**src/rtl/trb_pkg.sv**
```systemverilog
package trb_pkg;

    localparam int CAPACITY    = 16;
    localparam int IDX_W       = $clog2(CAPACITY);
    localparam int OCC_W       = $clog2(CAPACITY + 1);
    localparam int TIME_W      = 64;
    localparam int CAM_W       = 16;
    localparam int FRAME_W     = 32;
    localparam int OP_W        = 3;
    localparam int FILL_W      = 5;
    localparam int KIND_W      = 3;
    localparam int QUEUE_DEPTH = 2;
    localparam int QPTR_W      = $clog2(QUEUE_DEPTH);
    localparam int QCNT_W      = $clog2(QUEUE_DEPTH + 1);

    typedef logic [IDX_W-1:0]  idx_t;
    typedef logic [OCC_W-1:0]  occ_t;
    typedef logic [KIND_W-1:0] kind_t;
    typedef logic [OP_W-1:0]   op_t;

    // Opcodes seen on the request port
    localparam op_t OP_PUSH       = 3'd0;
    localparam op_t OP_POP_OLDEST = 3'd1;
    localparam op_t OP_POP_BEFORE = 3'd2;
    localparam op_t OP_POP_LATEST = 3'd3;
    localparam op_t OP_RANGE      = 3'd4;
    localparam op_t OP_CLEAR      = 3'd5;

    // Classified command kinds passed from front to back
    localparam kind_t KIND_PUSH       = 3'd0;
    localparam kind_t KIND_POP_OLD    = 3'd1;
    localparam kind_t KIND_POP_BEFORE = 3'd2;
    localparam kind_t KIND_POP_NEW    = 3'd3;
    localparam kind_t KIND_RANGE      = 3'd4;
    localparam kind_t KIND_CLEAR      = 3'd5;
    localparam kind_t KIND_NOP        = 3'd6;

    typedef struct packed {
        logic [TIME_W-1:0]  tstamp;
        logic [CAM_W-1:0]   camera;
        logic [FRAME_W-1:0] frame;
    } rec_t;

    typedef struct packed {
        kind_t              kind;
        logic [TIME_W-1:0]  key;
        logic [TIME_W-1:0]  rend;
        logic [CAM_W-1:0]   camera;
        logic [FRAME_W-1:0] frame;
    } cmd_t;

    function automatic idx_t next_idx(idx_t i);
        return (i == IDX_W'(CAPACITY - 1)) ? '0 : i + 1'b1;
    endfunction

    function automatic idx_t prev_idx(idx_t i);
        return (i == '0) ? IDX_W'(CAPACITY - 1) : i - 1'b1;
    endfunction

endpackage

```
**src/rtl/trb_front.sv**
```systemverilog
module trb_front
    import trb_pkg::*;
(
    input  logic               start,
    output logic               busy,
    input  logic [OP_W-1:0]    opcode,
    input  logic [TIME_W-1:0]  key_time,
    input  logic [TIME_W-1:0]  range_end,
    input  logic [CAM_W-1:0]   camera_tag,
    input  logic [FRAME_W-1:0] frame_number,
    input  logic               q_full,
    output logic               q_push,
    output cmd_t               q_cmd
);

    kind_t kind;

    // Map the opcode to a command kind; a zero bound turns pop-before into pop-oldest
    always_comb
    begin
        unique case (opcode)
            OP_PUSH:       kind = KIND_PUSH;
            OP_POP_OLDEST: kind = KIND_POP_OLD;
            OP_POP_BEFORE: kind = (key_time == '0) ? KIND_POP_OLD : KIND_POP_BEFORE;
            OP_POP_LATEST: kind = KIND_POP_NEW;
            OP_RANGE:      kind = KIND_RANGE;
            OP_CLEAR:      kind = KIND_CLEAR;
            default:       kind = KIND_NOP;
        endcase
    end

    // Accept a request whenever the queue has room
    assign busy   = q_full;
    assign q_push = start && !q_full;

    assign q_cmd.kind   = kind;
    assign q_cmd.key    = key_time;
    assign q_cmd.rend   = range_end;
    assign q_cmd.camera = camera_tag;
    assign q_cmd.frame  = frame_number;

endmodule

```
**src/rtl/trb_cmd_queue.sv**
```systemverilog
module trb_cmd_queue
    import trb_pkg::*;
(
    input  logic clk,
    input  logic rst_n,
    input  logic push,
    input  cmd_t push_cmd,
    input  logic pop,
    output cmd_t head_cmd,
    output logic empty,
    output logic full
);

    cmd_t              slot [QUEUE_DEPTH];
    logic [QPTR_W-1:0] wr_ptr_reg, wr_ptr_next;
    logic [QPTR_W-1:0] rd_ptr_reg, rd_ptr_next;
    logic [QCNT_W-1:0] cnt_reg, cnt_next;

    function automatic logic [QPTR_W-1:0] bump(logic [QPTR_W-1:0] p);
        return (p == QPTR_W'(QUEUE_DEPTH - 1)) ? '0 : p + 1'b1;
    endfunction

    assign empty    = (cnt_reg == '0);
    assign full     = (cnt_reg == QCNT_W'(QUEUE_DEPTH));
    assign head_cmd = slot[rd_ptr_reg];

    // Advance pointers and count
    always_comb
    begin
        wr_ptr_next = push ? bump(wr_ptr_reg) : wr_ptr_reg;
        rd_ptr_next = pop ? bump(rd_ptr_reg) : rd_ptr_reg;
        cnt_next    = cnt_reg;
        if (push && !pop)
        begin
            cnt_next = cnt_reg + 1'b1;
        end
        else if (pop && !push)
        begin
            cnt_next = cnt_reg - 1'b1;
        end
    end

    always_ff @(posedge clk or negedge rst_n)
    begin
        if (!rst_n)
        begin
            wr_ptr_reg <= '0;
            rd_ptr_reg <= '0;
            cnt_reg    <= '0;
        end
        else
        begin
            wr_ptr_reg <= wr_ptr_next;
            rd_ptr_reg <= rd_ptr_next;
            cnt_reg    <= cnt_next;
        end
    end

    // Store the incoming request
    always_ff @(posedge clk)
    begin
        if (push)
        begin
            slot[wr_ptr_reg] <= push_cmd;
        end
    end

endmodule

```
**src/rtl/trb_back.sv**
```systemverilog
module trb_back
    import trb_pkg::*;
(
    input  logic               clk,
    input  logic               rst_n,
    input  logic               q_empty,
    input  cmd_t               q_head,
    output logic               q_pop,
    output logic               result_valid,
    output logic               found,
    output logic [TIME_W-1:0]  out_time,
    output logic [CAM_W-1:0]   out_camera,
    output logic [FRAME_W-1:0] out_frame,
    output logic               last,
    output logic [FILL_W-1:0]  fill_count,
    output logic [TIME_W-1:0]  oldest_time,
    output logic [TIME_W-1:0]  latest_time
);

    localparam logic [2:0] S_IDLE    = 3'd0;
    localparam logic [2:0] S_FETCH   = 3'd1;
    localparam logic [2:0] S_SCAN    = 3'd2;
    localparam logic [2:0] S_FLUSH   = 3'd3;
    localparam logic [2:0] S_REF_OLD = 3'd4;
    localparam logic [2:0] S_REF_NEW = 3'd5;
    localparam logic [2:0] S_REF_END = 3'd6;

    // Record memory, one write and one registered read per cycle
    rec_t mem [CAPACITY];
    rec_t rd_data_reg;
    idx_t rd_addr;
    logic mem_we;

    logic [2:0]        state_reg, state_next;
    idx_t              rp_reg, rp_next;
    idx_t              wp_reg, wp_next;
    occ_t              occ_reg, occ_next;
    cmd_t              cur_reg, cur_next;
    logic [TIME_W-1:0] oldest_reg, oldest_next;
    logic [TIME_W-1:0] latest_reg, latest_next;
    rec_t              hold_rec_reg, hold_rec_next;
    logic              pend_valid_reg, pend_valid_next;
    rec_t              pend_rec_reg, pend_rec_next;
    idx_t              scan_idx_reg, scan_idx_next;
    occ_t              scan_cnt_reg, scan_cnt_next;

    logic              res_valid_reg;
    logic              res_found_reg;
    rec_t              res_rec_reg;
    logic              res_last_reg;
    logic [FILL_W-1:0] res_fill_reg;
    logic [TIME_W-1:0] res_old_reg;
    logic [TIME_W-1:0] res_new_reg;

    logic              emit_en;
    logic              emit_found;
    rec_t              emit_rec;
    logic              emit_last;
    occ_t              emit_occ;
    logic [TIME_W-1:0] emit_old;
    logic [TIME_W-1:0] emit_new;

    logic before_hit;
    logic range_hit;
    logic first_elem;
    logic last_elem;

    // Compare the record read in the previous cycle against the request bounds
    assign before_hit = (rd_data_reg.tstamp <= cur_reg.key);
    assign range_hit  = (rd_data_reg.tstamp >= cur_reg.key) &&
                        (rd_data_reg.tstamp <= cur_reg.rend);
    assign first_elem = (scan_cnt_reg == OCC_W'(1));
    assign last_elem  = (scan_cnt_reg == occ_reg);

    always_comb
    begin
        state_next      = state_reg;
        rp_next         = rp_reg;
        wp_next         = wp_reg;
        occ_next        = occ_reg;
        cur_next        = cur_reg;
        oldest_next     = oldest_reg;
        latest_next     = latest_reg;
        hold_rec_next   = hold_rec_reg;
        pend_valid_next = pend_valid_reg;
        pend_rec_next   = pend_rec_reg;
        scan_idx_next   = scan_idx_reg;
        scan_cnt_next   = scan_cnt_reg;
        q_pop           = 1'b0;
        mem_we          = 1'b0;
        rd_addr         = rp_reg;
        emit_en         = 1'b0;
        emit_found      = 1'b0;
        emit_rec        = '0;
        emit_last       = 1'b1;
        emit_occ        = occ_reg;
        emit_old        = oldest_reg;
        emit_new        = latest_reg;

        unique case (state_reg)
            S_IDLE:
            begin
                if (!q_empty)
                begin
                    q_pop    = 1'b1;
                    cur_next = q_head;
                    unique case (q_head.kind) inside
                        KIND_PUSH:
                        begin
                            // Write at the newest end, drop the oldest when full
                            mem_we  = 1'b1;
                            wp_next = next_idx(wp_reg);
                            if (occ_reg == OCC_W'(CAPACITY))
                            begin
                                rp_next = next_idx(rp_reg);
                            end
                            else
                            begin
                                occ_next = occ_reg + 1'b1;
                            end
                            hold_rec_next = '0;
                            state_next    = S_REF_OLD;
                        end
                        KIND_POP_OLD, KIND_POP_NEW:
                        begin
                            if (occ_reg == '0)
                            begin
                                emit_en = 1'b1;
                            end
                            else
                            begin
                                rd_addr    = (q_head.kind == KIND_POP_NEW) ?
                                             prev_idx(wp_reg) : rp_reg;
                                state_next = S_FETCH;
                            end
                        end
                        KIND_POP_BEFORE, KIND_RANGE:
                        begin
                            if (occ_reg == '0)
                            begin
                                emit_en = 1'b1;
                            end
                            else
                            begin
                                rd_addr         = rp_reg;
                                scan_idx_next   = next_idx(rp_reg);
                                scan_cnt_next   = OCC_W'(1);
                                pend_valid_next = 1'b0;
                                state_next      = S_SCAN;
                            end
                        end
                        KIND_CLEAR:
                        begin
                            rp_next    = '0;
                            wp_next    = '0;
                            occ_next   = '0;
                            emit_en    = 1'b1;
                            emit_found = 1'b1;
                            emit_occ   = '0;
                        end
                        default:
                        begin
                            emit_en = 1'b1;
                        end
                    endcase
                end
            end

            S_FETCH:
            begin
                // Remove the record just read from its end of the ring
                hold_rec_next = rd_data_reg;
                if (cur_reg.kind == KIND_POP_NEW)
                begin
                    wp_next = prev_idx(wp_reg);
                end
                else
                begin
                    rp_next = next_idx(rp_reg);
                end
                occ_next = occ_reg - 1'b1;
                if (occ_reg == OCC_W'(1))
                begin
                    emit_en    = 1'b1;
                    emit_found = 1'b1;
                    emit_rec   = rd_data_reg;
                    emit_occ   = '0;
                    state_next = S_IDLE;
                end
                else
                begin
                    state_next = S_REF_OLD;
                end
            end

            S_SCAN:
            begin
                // Read ahead one record while checking the current one
                rd_addr       = scan_idx_reg;
                scan_idx_next = next_idx(scan_idx_reg);
                scan_cnt_next = scan_cnt_reg + 1'b1;
                if (cur_reg.kind == KIND_POP_BEFORE)
                begin
                    if (before_hit)
                    begin
                        if (first_elem)
                        begin
                            rp_next  = next_idx(rp_reg);
                            occ_next = occ_reg - 1'b1;
                            if (occ_reg == OCC_W'(1))
                            begin
                                emit_en    = 1'b1;
                                emit_found = 1'b1;
                                emit_rec   = rd_data_reg;
                                emit_occ   = '0;
                                state_next = S_IDLE;
                            end
                            else
                            begin
                                hold_rec_next = rd_data_reg;
                                state_next    = S_REF_OLD;
                            end
                        end
                        else
                        begin
                            emit_en    = 1'b1;
                            emit_found = 1'b1;
                            emit_rec   = rd_data_reg;
                            state_next = S_IDLE;
                        end
                    end
                    else if (last_elem)
                    begin
                        emit_en    = 1'b1;
                        state_next = S_IDLE;
                    end
                end
                else
                begin
                    // Hold each match back one step so the final one carries last
                    if (range_hit)
                    begin
                        if (pend_valid_reg)
                        begin
                            emit_en    = 1'b1;
                            emit_found = 1'b1;
                            emit_rec   = pend_rec_reg;
                            emit_last  = 1'b0;
                        end
                        pend_valid_next = 1'b1;
                        pend_rec_next   = rd_data_reg;
                    end
                    if (last_elem)
                    begin
                        state_next = S_FLUSH;
                    end
                end
            end

            S_FLUSH:
            begin
                emit_en    = 1'b1;
                emit_found = pend_valid_reg;
                emit_rec   = pend_valid_reg ? pend_rec_reg : '0;
                state_next = S_IDLE;
            end

            S_REF_OLD:
            begin
                rd_addr    = rp_reg;
                state_next = S_REF_NEW;
            end

            S_REF_NEW:
            begin
                oldest_next = rd_data_reg.tstamp;
                rd_addr     = prev_idx(wp_reg);
                state_next  = S_REF_END;
            end

            S_REF_END:
            begin
                latest_next = rd_data_reg.tstamp;
                emit_en     = 1'b1;
                emit_found  = 1'b1;
                emit_rec    = hold_rec_reg;
                emit_old    = oldest_reg;
                emit_new    = rd_data_reg.tstamp;
                state_next  = S_IDLE;
            end

            default:
            begin
                state_next = S_IDLE;
            end
        endcase
    end

    // Write the pushed record, read one record per cycle
    always_ff @(posedge clk)
    begin
        if (mem_we)
        begin
            mem[wp_reg] <= '{tstamp: q_head.key, camera: q_head.camera, frame: q_head.frame};
        end
        rd_data_reg <= mem[rd_addr];
    end

    always_ff @(posedge clk or negedge rst_n)
    begin
        if (!rst_n)
        begin
            state_reg      <= S_IDLE;
            rp_reg         <= '0;
            wp_reg         <= '0;
            occ_reg        <= '0;
            pend_valid_reg <= 1'b0;
            scan_idx_reg   <= '0;
            scan_cnt_reg   <= '0;
            res_valid_reg  <= 1'b0;
        end
        else
        begin
            state_reg      <= state_next;
            rp_reg         <= rp_next;
            wp_reg         <= wp_next;
            occ_reg        <= occ_next;
            pend_valid_reg <= pend_valid_next;
            scan_idx_reg   <= scan_idx_next;
            scan_cnt_reg   <= scan_cnt_next;
            res_valid_reg  <= emit_en;
        end
    end

    // Hold request data, cached end times and the result being sent
    always_ff @(posedge clk)
    begin
        cur_reg      <= cur_next;
        oldest_reg   <= oldest_next;
        latest_reg   <= latest_next;
        hold_rec_reg <= hold_rec_next;
        pend_rec_reg <= pend_rec_next;
        if (emit_en)
        begin
            res_found_reg <= emit_found;
            res_rec_reg   <= emit_rec;
            res_last_reg  <= emit_last;
            res_fill_reg  <= FILL_W'(emit_occ);
            res_old_reg   <= (emit_occ == '0) ? '0 : emit_old;
            res_new_reg   <= (emit_occ == '0) ? '0 : emit_new;
        end
    end

    assign result_valid = res_valid_reg;
    assign found        = res_found_reg;
    assign out_time     = res_rec_reg.tstamp;
    assign out_camera   = res_rec_reg.camera;
    assign out_frame    = res_rec_reg.frame;
    assign last         = res_last_reg;
    assign fill_count   = res_fill_reg;
    assign oldest_time  = res_old_reg;
    assign latest_time  = res_new_reg;

endmodule

```
**src/rtl/timestamped_ring_buffer.sv**
```systemverilog
// Ring of 16 timestamped frame records. A request is taken at a rising edge with
// start high and busy low; up to two requests wait in a queue ahead of the engine,
// and busy is high while that queue is full. Results cannot be held off: each one
// shows for a single cycle with result_valid high, and last marks the final result
// of a request. The engine reads the record memory through one port, one record per
// cycle, and every change to the ring that leaves it non-empty costs two more reads
// to refresh the oldest and latest times. A push writes and refreshes; pop-oldest
// and pop-latest read their record, then refresh unless the ring is left empty;
// clear, unused opcodes and any pop or range query on an empty ring answer at
// once; pop-before scans from the oldest record to the first match, refreshing if
// it removed the oldest and others remain; a range query sends its matches as it
// scans, then flushes the last one. Results are registered on their way out.
module timestamped_ring_buffer
    import trb_pkg::*;
(
    input  logic               clk,
    input  logic               rst_n,
    input  logic               start,
    output logic               busy,
    input  logic [OP_W-1:0]    opcode,
    input  logic [TIME_W-1:0]  key_time,
    input  logic [TIME_W-1:0]  range_end,
    input  logic [CAM_W-1:0]   camera_tag,
    input  logic [FRAME_W-1:0] frame_number,
    output logic               result_valid,
    output logic               found,
    output logic [TIME_W-1:0]  out_time,
    output logic [CAM_W-1:0]   out_camera,
    output logic [FRAME_W-1:0] out_frame,
    output logic               last,
    output logic [FILL_W-1:0]  fill_count,
    output logic [TIME_W-1:0]  oldest_time,
    output logic [TIME_W-1:0]  latest_time
);

    logic q_push;
    logic q_pop;
    logic q_full;
    logic q_empty;
    cmd_t q_cmd;
    cmd_t q_head;

    trb_front u_front (
        .start        (start),
        .busy         (busy),
        .opcode       (opcode),
        .key_time     (key_time),
        .range_end    (range_end),
        .camera_tag   (camera_tag),
        .frame_number (frame_number),
        .q_full       (q_full),
        .q_push       (q_push),
        .q_cmd        (q_cmd)
    );

    trb_cmd_queue u_queue (
        .clk      (clk),
        .rst_n    (rst_n),
        .push     (q_push),
        .push_cmd (q_cmd),
        .pop      (q_pop),
        .head_cmd (q_head),
        .empty    (q_empty),
        .full     (q_full)
    );

    trb_back u_back (
        .clk          (clk),
        .rst_n        (rst_n),
        .q_empty      (q_empty),
        .q_head       (q_head),
        .q_pop        (q_pop),
        .result_valid (result_valid),
        .found        (found),
        .out_time     (out_time),
        .out_camera   (out_camera),
        .out_frame    (out_frame),
        .last         (last),
        .fill_count   (fill_count),
        .oldest_time  (oldest_time),
        .latest_time  (latest_time)
    );

endmodule

```
**config.mk**
```make
export PLATFORM = sky130hd
export DESIGN_NAME = timestamped_ring_buffer
export DESIGN_NICKNAME = d
export VERILOG_FILES = /design/src/rtl/trb_pkg.sv /design/src/rtl/trb_front.sv /design/src/rtl/trb_cmd_queue.sv /design/src/rtl/trb_back.sv /design/src/rtl/timestamped_ring_buffer.sv
export SDC_FILE = /design/constraint.sdc
export NUM_CORES = 2
export LEC_CHECK = 0
export BUFFER_PORTS_ARGS = -buffer_cell sky130_fd_sc_hd__buf_2
export CORE_MARGIN = 2
export CORE_UTILIZATION = 29
export DETAILED_ROUTE_END_ITERATION = 8
export SETUP_SLACK_MARGIN = 0.02
export SYNTH_ARGS = -nofsm -noshare
export SYNTH_HDL_FRONTEND = slang
export SYNTH_HIERARCHICAL = 1
export SYNTH_SLANG_ARGS = --single-unit
```
**constraint.sdc**
```tcl
create_clock -name clk -period 19 [get_ports clk]
set_input_delay 1.9 -clock clk [delete_from_list [all_inputs] [get_ports clk]]
set_output_delay 1.9 -clock clk [all_outputs]
set_load 0.05 [all_outputs]
```
# == After elaboration in Yosys (flattened, before gate mapping) ==
# Memories as Yosys holds them, arrays and structs flattened. A register that Yosys moved wholly into a read port is not among the register bits.
# Cells that the tools add are included.
# classes
add_sub_neg,11
order_cmp,3
n_eq_ne,46
mux,107
n_bitwise,4
n_reduce_logical,33
# op_table
cell,count
112-bit two-way mux,12
112-bit one-hot mux with 4 select lines,1
112-bit one-hot mux with 3 select lines,1
64-bit <= comparator,2
4-bit two-way mux,19
5-bit two-way mux,14
64-bit greater-or-equal comparator,1
64-bit logical NOT,1
64-bit two-way mux,1
4-bit one-hot mux with 2 select lines,4
1-bit two-way mux,30
5-bit one-hot mux with 3 select lines,2
3-bit two-way mux,9
"3-bit by 2-bit equality test with 1-bit output, second input constant",8
4-bit one-hot mux with 3 select lines,2
"3-bit equality test, second input constant",7
5-bit one-hot mux with 2 select lines,2
3-bit one-hot mux with 6 select lines,1
3-bit one-hot mux with 5 select lines,1
7-bit AND reduction,2
"4-bit by 1-bit adder with 4-bit output, second input constant",3
"4-bit equality test, second input constant",3
"2-bit by 1-bit != test with 1-bit output, second input constant",6
"2-bit != test, second input constant",6
36 further kinds,66
# word_totals
reg_bits,761
ram_bits,2150
input_bits,182
output_inout_bits,249
word_cells,236
memories,2
# memory_table
memory,depth,width,rd,rd_ports_with_merged_regs,write_ports,line_no,text
u_back.mem,16,112,1,1,1,trb_back.sv:29,rec_t mem [CAPACITY];
u_queue.slot,2,179,1,0,1,trb_cmd_queue.sv:14,cmd_t slot [QUEUE_DEPTH];

# == Depth between registers and ports, before layout ==
# depth
ltp_word,7
ltp_mapped,15
ltp_nobuf,10

# == Modules after synthesis ==
# Netlist, hierarchy kept.
# modules_own_cells
mod,n_inst,cells_each,area_each_um2,seq_area_each_um2
trb_back,1,7672,103699.5,78009.8
trb_cmd_queue,1,573,13503.0,10850.4
trb_front,1,207,1522.7,0.0

# == Worst setup path after synthesis ==
# No wires, ideal clock.
# synth_timing
path_kind,input to register
start,input start
end,memory u_queue/slot[0][0] in the netlist's numbering (enable)
setup_ps,742
arrival_ps,10024
t_required_ps,18258
slack_ps,8234
stages,2
path_buffers,0
cell_sequence,nor2b_1 > nor2b_1
# synth_via
elab_chain_cells,3
# synth_lines
element,line_no,text
start: declaration,timestamped_ring_buffer.sv:18,"input logic start,"
1-bit logical AND,trb_front.sv:34,assign q_push = start && !q_full;
1-bit two-way mux,trb_cmd_queue.sv:62,if (push)
1-bit two-way mux (implied by the code),trb_cmd_queue.sv:64,slot[wr_ptr_reg] <= push_cmd;
end: declaration,trb_cmd_queue.sv:14,
# Every way passes these cells.

# == Worst setup path after layout ==
# layout_timing
start,register u_back.state_reg[2]
end,register u_back/rd_data_reg[82] (netlist name)
# layout_via
elab_chain_cells,2
word_cells_on_any_way,4
classes_between,eq/ne: 2; mux: 1; reduce/logical: 1
# layout_lines
element,line_no,text
start: declaration,trb_back.sv:34,"logic [2:0] state_reg, state_next;"
start signal: assignment,trb_back.sv:324,state_reg <= state_next;
"3-bit equality test, or another cell as far along",trb_back.sv:100,unique case (state_reg)
4-bit one-hot mux with 3 select lines (*),trb_back.sv:100,
# Every way passes the cells marked *; elsewhere a longest branch is shown, timed or not.
# A chain may end at the register's enable or synchronous reset.

==> impl_metrics.tcl <==
set metrics [dict create \
    cap_violations 0 \
    r2r_slack_ns 12.59 \
    combPwrFrac_pct 37.1 \
    grt.overflow.total 0 \
    async_flop_share_pct 1.03 \
    clock_latency_ns 0.98 \
    fmax_mhz 156 \
    hold_viol 0 \
    worstPathArrival_ns 7.00 \
    largest_reg_flops 1792 \
    postSynthAreaPerCell_um2 14.0 \
    cp_max_fo 161 \
    place_congestion 0.798 \
    dieWidth_um 644 \
    grt_util_all_layers_pct 15.9 \
    drt-wirelength-per-cell_um 23.8 \
    slew_headroom_pct 16.3 \
    yosysWarnings 6 \
    tritoncts "yes" \
    clk_pin_slew_ns 0.06 \
    intPower_mw 15.4 \
    areaGrowthSynthToFinish_pct 14.7 \
    portBuffers 430 \
    die_h_um 644 \
    start_util_pct 29.2 \
    cp_data_required_time_ns 19.59 \
    cts_root_buffer "clkbuf_16" \
    slew_violations 0 \
    placed_cell_area_um2 126000 \
    synth_top_flop_cell "edfxtp_1" \
    rsz0062_at_grt "false" \
    leakagePower_nw 48.2 \
    layout-drive-gt1-share_pct 14.3 \
    grt_pass1_wl_um 488000 \
    row_count 234 \
    p_sw_share_pct 40.0 \
    setup_viol 0 \
    final_common_cell "edfxtp_1" \
    yosys.area.top_type_share_pct 71.2 \
    nNetsFinal 9013 \
    worst_pin_slew_ns 1.26 \
    p_sw_mw 10.3 \
    cts_buffers 312 \
    critPathCaptureType "flip-flop" \
    drc_errors 0 \
    vias 70310 \
    hold_class "flip-flop to flip-flop" \
    power_frac_clock_pct 24.5 \
    wirelength_um 342000 \
    fin_skew_ns 0.112 \
    mostFrequentLayoutCells "edfxtp_1, nand2_1, nand3_1, buf_2, clkbuf_16" \
    status "complete, no violations" \
    nFillCells 39360 \
    synth.net_count 8775 \
    synthDistinctLibCells 78 \
    hold_buffers 0 \
    grt_pass1_vias 67014 \
    p_seq_share_pct 38.5 \
    finalCritPeriodShare_pct 33.7 \
    fin_area_um2 136000 \
    htree_levels 5 \
    synthCells 8452 \
    grt_max_degree 186 \
    power_density_nw_per_um2 189 \
    synth_edf_count 2816 \
    viasPerCell 4.88 \
    ys_seq_elements 3023 \
    dieArea_um2 415000 \
    cts.repair.resized 0 \
    post-cts-setup-buffers 0 \
    firstDrtPassIters 5 \
    drt_iter0_drc 6991 \
    period_needed_ns 6.41 \
    core-area_um2 407000 \
    clk_path_buf_depth 4 \
    syn-cell-area_um2 119000 \
    worstSetupPathType "flip-flop to flip-flop" \
    power_mw 25.7 \
    antenna_found_initial 51 \
    yosysTopAreaCell "edfxtp_1" \
    io_pins 431 \
    ant_nets 0 \
    dp_hpwl_um 195000 \
    clock-sinks 3023 \
    cp-start-kind "flip-flop" \
    ys_seq_area_share_pct 74.8 \
    ir_drop_mv 0.223 \
    tns_ns 0 \
    yosys-top-cells-area "edfxtp_1, nand2_1, dfxtp_1" \
]
[layer usage]
layer  global-route usage [%]  vias up  wire [um]
met4                     4.98       16      10400
met2                     26.6     2571     165000
met1                     21.2    35773     144000
met5                        0        -         93
met3                     2.42      504      22800
li1                         -    31446          -
[layout make-up]
type                    instances  area [um^2]  area share, %
diodes                         21         52.6         0.0386
clock buffers                 418         8610           6.32
well taps                    5428         6790           4.99
inverters                     146          553          0.406
clock inverters               155         1910           1.41
repair buffers                576         3410           2.50
multi-input cells            4631        26000           19.1
flip-flops and latches       3023        88900           65.3
[metrics by stage]
step	util (%)	hold slack, ns	instances	setup WS (ns)
final	33.5	0.442	14398	12.59
after global routing	33.5	0.462	14381	12.30
after CTS	33.5	0.446	14377	12.56
after detailed placement	30.9	0.432	13804	12.60
after global placement	30.9	0.426	13804	12.65
after floorplan	-	0.417	8452	8.23
[cells in the mapped netlist (all sizes together) (8+ instances only)]
cell type,count
a221o,115
a21oi,141
a32oi,112
clkbuf,200
o221ai,114
edfxtp,2816
nor3,31
nand4,28
nand3,697
o21a,8
and3,120
nand2,2273
xor2,9
o21ai,41
mux2,179
a22o,120
a31oi,117
nand2b,8
nor2b,185
dfxtp,176
dfrtp,31
inv,145
or2,8
nor4,23
a221oi,8
ha,141
nor2,65
buf,452
[kinds of logic (layout without fill, tap and decap cells)]
family,after synthesis,after routing,synth area share [%]
simple gates,3466,3466,12.6
flops,3023,3023,74.8
compound gates,829,829,5.40
buf+inv,798,1295,3.51
mux,181,181,2.03
fa+ha+maj,142,142,1.49
xor+xnor,13,13,0.0959
other cells,0,21,0
[power groups by stage]
| stage | Sequential (mW) | Clock [mW] | Combinational (mW) |
|---|---|---|---|
| 6_report | 9.89 | 6.28 | 9.52 |
| 2_1_floorplan | 10.8 | 0 | 5.67 |
| 5_1_grt | 9.98 | 6.64 | 10.3 |
| 3_3_place_gp | 10.0 | 0 | 9.49 |
| 4_1_cts | 9.91 | 6.39 | 9.58 |
| 3_5_place_dp | 10.0 | 0 | 9.55 |
[critical path, stage by stage, from the launching register on]
cell and delay [ns]:
dfrtp_1 0.57, or2_1 0.46, or3_4 0.42, inv_6 0.31
a311oi_4 0.28, a221oi_4 0.33, buf_12 0.57, buf_4 0.69
buf_4 0.69, buf_4 0.75, a31oi_1 0.19, a32oi_1 0.20
o221ai_1 0.44
[worst paths after layout]
path,from,end,depth (start not counted)
max,u_back/state_reg[2],u_back/rd_data_reg[82],12
min,u_back/latest_reg[32],u_back/latest_reg[32],2
max reg2reg,u_back/state_reg[2],u_back/rd_data_reg[82],12
min reg2reg,u_back/latest_reg[32],u_back/latest_reg[32],2
max in group asynchronous,rst_n,u_queue/rd_ptr_reg,2
min in group asynchronous,rst_n,u_back/result_valid,2
(Power assumes the default switching activity.)
